==> config.mk <==
export PLATFORM = sky130hd
export DESIGN_NAME = csi_mvd_front
export DESIGN_NICKNAME = d
export VERILOG_FILES = /design/src/rtl/csi_mvd_pkg.sv /design/src/rtl/csi_mvd_front.sv
export SDC_FILE = /design/constraint.sdc
export NUM_CORES = 1
export LEC_CHECK = 0
export BUFFER_PORTS_ARGS = -buffer_cell sky130_fd_sc_hd__buf_4
export CORE_MARGIN = 3
export CORE_UTILIZATION = 47
export DETAILED_ROUTE_END_ITERATION = 10
export PLACE_DENSITY = 0.81
export SYNTH_ARGS = -nofsm -noshare
export SYNTH_HDL_FRONTEND = slang
export SYNTH_SLANG_ARGS = --single-unit
==> constraint.sdc <==
create_clock -name i_clk -period 2.8 [get_ports i_clk]
set_input_delay 0.42 -clock i_clk [delete_from_list [all_inputs] [get_ports i_clk]]
set_output_delay 0.42 -clock i_clk [all_outputs]
set_load 0.005 [all_outputs]
==> src/rtl/csi_mvd_pkg.sv <==
// Shared types, sizes and exponent tables of the CSI motion variance detector.
// Used by every module of the block; depends on nothing.
package csi_mvd_pkg;

    localparam int NSC     = 64;
    localparam int WMAX    = 32;
    localparam int SC_W    = (NSC > 1) ? $clog2(NSC) : 1;
    localparam int SLOT_W  = $clog2(WMAX);
    localparam int WS_W    = $clog2(WMAX + 1);
    localparam int ADDR_W  = $clog2(WMAX * NSC);
    localparam int AMP_W   = 16;
    localparam int S_W     = AMP_W + WS_W;
    localparam int Q_W     = 2 * AMP_W + WS_W;
    localparam int NQ_W    = Q_W + WS_W;
    localparam int S2_W    = 2 * S_W;
    localparam int FRAC_W  = 24;
    localparam int DNUM_W  = NQ_W + FRAC_W;
    localparam int DDEN_W  = S2_W;
    localparam int QUO_W   = 32;
    localparam int DCNT_W  = $clog2(QUO_W + 1);
    localparam int ACT_W   = $clog2(NSC + 1);
    localparam int TOT_W   = QUO_W + ACT_W;
    localparam int CSUM_W  = 40;
    localparam int THR_W   = 24;
    localparam int CFG_W   = 24;
    localparam int R_SAT   = 12 * 256;

    localparam logic [1:0] FUNC_SAMPLE  = 2'd0;
    localparam logic [1:0] FUNC_COMPUTE = 2'd1;
    localparam logic [1:0] FUNC_CALIB   = 2'd2;

    localparam logic CFG_WINDOW_SIZE   = 1'b0;
    localparam logic CFG_CV2_THRESHOLD = 1'b1;

    typedef enum logic [1:0] {
        CMD_SAMPLE,
        CMD_COMPUTE,
        CMD_CALIB
    } t_cmd;

    typedef struct packed {
        t_cmd               cmd;
        logic [AMP_W-1:0]   amplitude;
        logic signed [7:0]  rssi;
        logic [15:0]        calib_seconds;
    } t_item;

    typedef struct packed {
        logic               we;
        logic               idx;
        logic [CFG_W-1:0]   data;
    } t_cfg_wr;

    typedef struct packed {
        logic               start;
        logic [DNUM_W-1:0]  num;
        logic [DDEN_W-1:0]  den;
    } t_div_req;

    typedef struct packed {
        logic               done;
        logic [QUO_W-1:0]   quot;
    } t_div_rsp;

    function automatic logic [16:0] exp_int(input logic [3:0] n);
        logic [16:0] v;
        case (n)
            4'd0:    v = 17'd65536;
            4'd1:    v = 17'd24109;
            4'd2:    v = 17'd8869;
            4'd3:    v = 17'd3263;
            4'd4:    v = 17'd1200;
            4'd5:    v = 17'd442;
            4'd6:    v = 17'd162;
            4'd7:    v = 17'd60;
            4'd8:    v = 17'd22;
            4'd9:    v = 17'd8;
            4'd10:   v = 17'd3;
            4'd11:   v = 17'd1;
            default: v = 17'd0;
        endcase
        return v;
    endfunction

    function automatic logic [16:0] exp_hi(input logic [3:0] h);
        logic [16:0] v;
        case (h)
            4'd0:    v = 17'd65536;
            4'd1:    v = 17'd61565;
            4'd2:    v = 17'd57835;
            4'd3:    v = 17'd54331;
            4'd4:    v = 17'd51039;
            4'd5:    v = 17'd47947;
            4'd6:    v = 17'd45042;
            4'd7:    v = 17'd42313;
            4'd8:    v = 17'd39750;
            4'd9:    v = 17'd37341;
            4'd10:   v = 17'd35079;
            4'd11:   v = 17'd32954;
            4'd12:   v = 17'd30957;
            4'd13:   v = 17'd29081;
            4'd14:   v = 17'd27319;
            default: v = 17'd25664;
        endcase
        return v;
    endfunction

    function automatic logic [16:0] exp_lo(input logic [3:0] l);
        logic [16:0] v;
        case (l)
            4'd0:    v = 17'd65536;
            4'd1:    v = 17'd65280;
            4'd2:    v = 17'd65026;
            4'd3:    v = 17'd64772;
            4'd4:    v = 17'd64520;
            4'd5:    v = 17'd64268;
            4'd6:    v = 17'd64018;
            4'd7:    v = 17'd63768;
            4'd8:    v = 17'd63520;
            4'd9:    v = 17'd63272;
            4'd10:   v = 17'd63025;
            4'd11:   v = 17'd62780;
            4'd12:   v = 17'd62535;
            4'd13:   v = 17'd62291;
            4'd14:   v = 17'd62048;
            default: v = 17'd61806;
        endcase
        return v;
    endfunction

endpackage

==> src/rtl/csi_mvd_front.sv <==
// Front end: accepts items, decodes the function code, drops unused codes
// and holds decoded items in a two-entry queue. Depends on csi_mvd_pkg.
module csi_mvd_front (
    input  logic                    i_clk,
    input  logic                    i_rst_n,
    input  logic                    i_push,
    output logic                    o_full,
    input  logic [1:0]              i_func,
    input  logic [15:0]             i_amplitude,
    input  logic signed [7:0]       i_rssi,
    input  logic [15:0]             i_calib_seconds,
    output logic                    o_item_valid,
    output csi_mvd_pkg::t_item      o_item,
    input  logic                    i_item_take
);

    csi_mvd_pkg::t_item r_q [2];
    logic               r_wp;
    logic               r_rp;
    logic [1:0]         r_cnt;
    csi_mvd_pkg::t_item n_item;
    logic               n_keep;
    logic               wr;
    logic               rd;

    always_comb begin
        n_item.amplitude     = i_amplitude;
        n_item.rssi          = i_rssi;
        n_item.calib_seconds = i_calib_seconds;
        n_item.cmd           = csi_mvd_pkg::CMD_SAMPLE;
        n_keep               = 1'b1;
        case (i_func)
            csi_mvd_pkg::FUNC_SAMPLE:  n_item.cmd = csi_mvd_pkg::CMD_SAMPLE;
            csi_mvd_pkg::FUNC_COMPUTE: n_item.cmd = csi_mvd_pkg::CMD_COMPUTE;
            csi_mvd_pkg::FUNC_CALIB:   n_item.cmd = csi_mvd_pkg::CMD_CALIB;
            default:                   n_keep     = 1'b0;
        endcase
    end

    assign o_full       = (r_cnt == 2'd2);
    assign o_item_valid = (r_cnt != 2'd0);
    assign o_item       = r_q[r_rp];
    assign wr           = i_push && !o_full && n_keep;
    assign rd           = o_item_valid && i_item_take;

    always_ff @(posedge i_clk) begin
        if (wr) begin
            r_q[r_wp] <= n_item;
        end
    end

    always_ff @(posedge i_clk) begin
        if (!i_rst_n) begin
            r_wp  <= 1'b0;
            r_rp  <= 1'b0;
            r_cnt <= 2'd0;
        end else begin
            if (wr) begin
                r_wp <= ~r_wp;
            end
            if (rd) begin
                r_rp <= ~r_rp;
            end
            r_cnt <= r_cnt + {1'b0, wr} - {1'b0, rd};
        end
    end

endmodule

==> results of run 1 <==
-- metrics by stage --
step	power, mW	TNS, ns	worst slack (ns)	hold slack (ns)
final	3.48	0	0.782	0.264
after detailed placement	2.79	0	0.983	0.532
after floorplan	2.40	-3.07	-0.0366	0.451
after global placement	2.75	0	1.04	0.508
after CTS	3.54	0	0.737	0.234
after global routing	3.67	0	0.698	0.232
-- power by group --
group	switching, mW	leakage (nW)	internal, mW
combinational	0.411	0.827	0.630
sequential	0.0548	0.820	1.64
clock	0.428	0.0814	0.320
total	0.894	1.73	2.59
-- cell type report --
class                           instances  share of cell area
Inverter                                2             0.00170
Sequential cell                        89               0.593
Timing Repair Buffer                   93               0.158
Clock buffer                            9              0.0280
Clock inverter                          7              0.0105
Tap cell                               96              0.0272
Multi-Input combinational cell         63               0.182
-- cells in the mapped netlist (2+ instances only) --
cell,number
and2_1,2
buf_12,4
dfxtp_1,5
edfxtp_1,84
ha_1,2
inv_1,2
mux2_2,2
mux2_4,40
nand2_1,3
nor2_1,2
nor2b_1,4
xnor2_1,3
-- metal layers --
layer / up-vias / wire length [um]
li1: 802 / -
met1: 851 / 2290
met2: 52 / 3240
met3: 2 / 336
met4: 0 / 38
met5: - / 0
-- logic make-up after synthesis --
logic type | Yosys count
flops | 89
mux | 43
simple gates | 14
buf+inv | 7
xor+xnor | 3
fa+ha+maj | 2
compound gates | 1
-- layout by cell type, fill, tap and decap left out, types with 3 or more instances in the layout --
cell type / n
mux2_4: 40
dfxtp_1: 4
clkinvlp_4: 3
buf_4: 93
nand2_1: 3
clkinv_2: 3
clkbuf_8: 9
edfxtp_1: 84
xnor2_1: 3
nor2b_1: 4
-- critical path: stages, from the launching register on --
cell and delay [ns]:
dfxtp_2 0.34, buf_4 0.36, mux2_2 0.41, buf_4 0.14
-- state kept, by name (all words and copies together) (netlist names), named ones only --
name	flops
r_wp	1
r_cnt	2
r_q	84
r_rp	1
-- worst max path at each step --
stage	endpoint	slack [ns]	cells after the start
after floorplan	r_q[0][0]	-0.04	3
after global placement	r_cnt[1]	1.04	9
after detailed placement	r_cnt[1]	0.98	9
after CTS	o_item[0]	0.74	3
after global routing	o_item[0]	0.70	3
final	o_item[0]	0.78	3
==> results.cfg, run 1 <==
[clock_tree]
clkSlewWorstSetupHoldPaths_ns = 0.08
post-cts-setup-buffers = 0
cts_buffer_depth = 2
hold_buffers = 0
tritoncts = done
cts_resized = 0
clock-sinks = 89
htree_levels = 3
clockRootBuffer = clkbuf_8
numCtsBuffers = 9
clkLatencyLatePin_ns = 0.34

[yosys]
ys_async_sr_fraction = 0
synth_top_family_by_area = multiplexers
synthSimpleGateAreaFrac = 0.0275
syn-num-nets = 207
yosysSeqAreaShare = 0.747
synthAdderAreaFrac = 0.00713
yosysTopAreaCell = edfxtp_1
synthTopCellsByArea = edfxtp_1 (72%), mux2_4 (17%), dfxtp_1 (2.9%)
syn_area_per_cell_um2 = 22.1
yosys.area.top_type_share = 0.719
ys.warnings.count = 0
synth_flop_cell = edfxtp_1
netlist_instances = 159
synth_edf_count = 84
syn_area_um2 = 3510
ys_types = 18
synth_seq_cells = 89
yosys.area_share.xor_xnor = 0.00749
synth-compound-area-share = 0.00214
muxShareOfSynthArea = 0.180

[routing]
num_vias = 1707
drt-pass1-iter-count = 4
drc = 0
wl_per_cell_um = 16.4
drtIter0Drc = 94
viasPerCell = 4.75
finalWirelength_um = 5900
ant_nets = 0

[final_layout]
finalNetCount = 306
diodes = 0
fin_cells = 359
num-fill-cells = 506
layout.area.seq_um2 = 2620
drive_gt1_frac = 0.597
post-route-util = 0.630
syn_to_final_growth_pct = 26.0
multi_input_area_um2 = 803
postLayoutCellArea_um2 = 4420

[critical_path]
rr_startpoint = r_cnt[1]
worstPathMaxFanout = 22
cp-end-kind = output pin
reg2reg_slack_ns = 1.09
cp.arrival_ns = 1.60
timing.rr.end = r_cnt[1]
crit_required_ns = 2.38
start_kind = flip-flop
critPathKind = flip-flop to output pin
r2r_cells = 8

[floorplan]
pin_count = 90
rows = 30
die_h_um = 92.4
fp.dieW_um = 92.4
die-area_um2 = 8540
coreArea_um2 = 7020
start_util = 0.500

[global_routing]
grtUsageMet2 = 0.245
busiest_layer = met2
grt_pass1_vias = 1767
gr-total-overflow = 0
grt_use_met1 = 0.178
grt_max_degree = 43
grt_use_met3 = 0.0333
track_usage = 0.145
antenna_found_initial = 0
grt_first_pass_wirelength_um = 9320

[sta]
setup_violations = 0
final.setup_skew_ns = 0.00627
clock.fmax_ghz = 0.495
grt_setup_unrepaired = false
min_period_ns = 2.02
fin_crit_sh = 0.721
drv_slew = 0
slew_headroom = 0.616
worst_slew_pin_slew_ns = 0.576
hold_violations = 0

[placement]
gp_congestion = 0.648
port_buffers = 89
place_inst = 343
place_area_um2 = 4250
hpwl_um = 4150

[hold_path]
min_to = r_q[1][39]
min_path_cells = 1
hold_class = primary input to flip-flop
min-delay-start = i_amplitude[15]

[outcome]
outcome = finished clean

[pwr]
vdd.ir_drop.worst_mv = 0.461
leakage_nw = 1.73
power_density_nw_per_um2 = 787

[flow_run]
cap_violations = 0
Note: power is estimated with default switching activity, not from simulation.
==> inputs of run 2 (changes only) <==
Clock period 2.8 ns to 1.8 ns, I/O delays scaled along.
==> run 2 against run 1 <==
Via count fell by 2.5%. Critical path depth grew 5. Wire length is 3.9% lower. Design area up 0.76%.
==> results.cfg, run 2 (synthesis results as in run 1) <==
[critical_path]
worst_path_max_delay_cell = dfxtp_2
crit_required_ns = 2.02
reg2reg_slack_ns = 0.08
cp.arrival_ns = 1.94
rr_startpoint = r_cnt[1]
cp-end-kind = flip-flop
critPathKind = flip-flop to flip-flop
path_cells = nor2b_4, nand3b_4, ha_1, inv_1, ha_1, xnor2_2, xnor2_1, and2_1
worstPathMaxFanout = 4
cp_slowest_stage_delay_ns = 0.34
start_kind = flip-flop
cp_common_cell = ha_1
startpoint = r_cnt[1]

[final_layout]
diodes = 0
drive_gt1_frac = 0.592
multi_input_area_um2 = 811
num-fill-cells = 500
regMostFlops = r_q
final_common_cell = buf_4
finalNetCount = 306
top_regs = r_q x84, r_cnt x2
syn_to_final_growth_pct = 27.0
layout.area.seq_um2 = 2630
final_cell_mix = buf_4 (89), edfxtp_1 (84), mux2_4 (40)
largest_reg_flops = 84
post-route-util = 0.635

[global_routing]
grt_first_pass_wirelength_um = 8900
grt_max_degree = 43
grt_pass1_vias = 1807
gr-total-overflow = 0
track_usage = 0.137
antenna_found_initial = 0

[sta]
final.setup_skew_ns = 0.00832
hold_slack_ns = 0.117
setup_ws_ns = 0.0771
hold_violations = 0
drv_slew = 0
grt_setup_unrepaired = false
fin_crit_sh = 0.957
clock.fmax_ghz = 0.580
slew_headroom = 0.835
min_period_ns = 1.72
worst_slew_pin_slew_ns = 0.248
setup_violations = 0
setup_tns_ns = 0

[placement]
preCtsSetupSlack_ns = 0.0730
hpwl_um = 3870
port_buffers = 89
gp_congestion = 0.719

[outcome]
outcome = finished clean

[flow_run]
cap_violations = 0

[routing]
num_vias = 1664
drc = 0
drt-pass1-iter-count = 4
finalWirelength_um = 5670
ant_nets = 0
wl_per_cell_um = 15.8
viasPerCell = 4.65
drtIter0Drc = 77

[clock_tree]
clkSlewWorstSetupHoldPaths_ns = 0.08
hold_buffers = 0
cts_buffer_depth = 2
tritoncts = done
numCtsBuffers = 9
clock-sinks = 89
clockRootBuffer = clkbuf_8
clkLatencyLatePin_ns = 0.33
htree_levels = 3

[pwr]
leakage_nw = 1.74
power_density_nw_per_um2 = 1210
vdd.ir_drop.worst_mv = 0.666
total_power_mw = 5.41

[floorplan]
die-area_um2 = 8540
pin_count = 90
rows = 30
start_util = 0.500
fp.dieW_um = 92.4
die_h_um = 92.4
coreArea_um2 = 7020

[hold_path]
hold_class = primary input to flip-flop
min-delay-start = i_amplitude[5]
-- run 2: cell count changes in the layout (fill, tap and decap cells not counted), sizes merged --
| cell | delta |
|---|---|
| clkbuf | +2 |
| clkinvlp | -3 |
| clkinv | +1 |
| inv | -1 |
-- run 2: final cells by class --
| type | instances | share of cell area |
|---|---|---|
| multi-input combinational | 63 | 0.182 |
| inverter | 2 | 0.00168 |
| clock buffer | 11 | 0.0295 |
| timing repair buffer | 93 | 0.166 |
| clock inverter | 4 | 0.00477 |
| tap | 96 | 0.0270 |
| sequential | 89 | 0.589 |
-- run 2: per-layer routing --
metal / GRT usage / wire [um]
met5: 0 / 0
met2: 0.228 / 2930
met4: 0.0631 / 63
met1: 0.166 / 2240
met3: 0.0357 / 440
-- run 2: metrics by stage --
| step | area (um^2) | std cells |
|---|---|---|
| 3_3_place_gp | 4290 | 343 |
| 2_1_floorplan | 3510 | 159 |
| 4_1_cts | 4450 | 358 |
| 5_1_grt | 4460 | 358 |
| 3_5_place_dp | 4290 | 343 |
| 6_report | 4460 | 358 |
-- run 2: worst max-delay path, delay by kind of cell, from the launching register on --
kind          cells  cell delay (ns)
xor+xnor          2             0.26
fa+ha+maj         2             0.50
buf+inv           1             0.04
flops             1             0.34
simple gates      3             0.47
-- run 2: path summary, 6_finish.rpt --
check,end,cells after the start
worst max register to register,r_cnt[1],8
worst min-delay path,r_q[0][29],1
worst min register to register,r_wp,2
worst max-delay path,r_cnt[1],8
-- run 2: where the power goes --
part	leakage (nW)	total [mW]	internal [mW]	switching, mW
Sequential	0.821	2.64	2.55	0.0887
Combinational	0.840	1.67	1.03	0.642
Clock	0.0782	1.10	0.486	0.612
Total	1.74	5.41	4.07	1.34
-- run 2: what timing repair did --
action	4_1_cts	5_1_grt
setup buffers	0	0
endpoints found under the setup margin	6	1
gates cloned	0	0
resized for setup	1	3
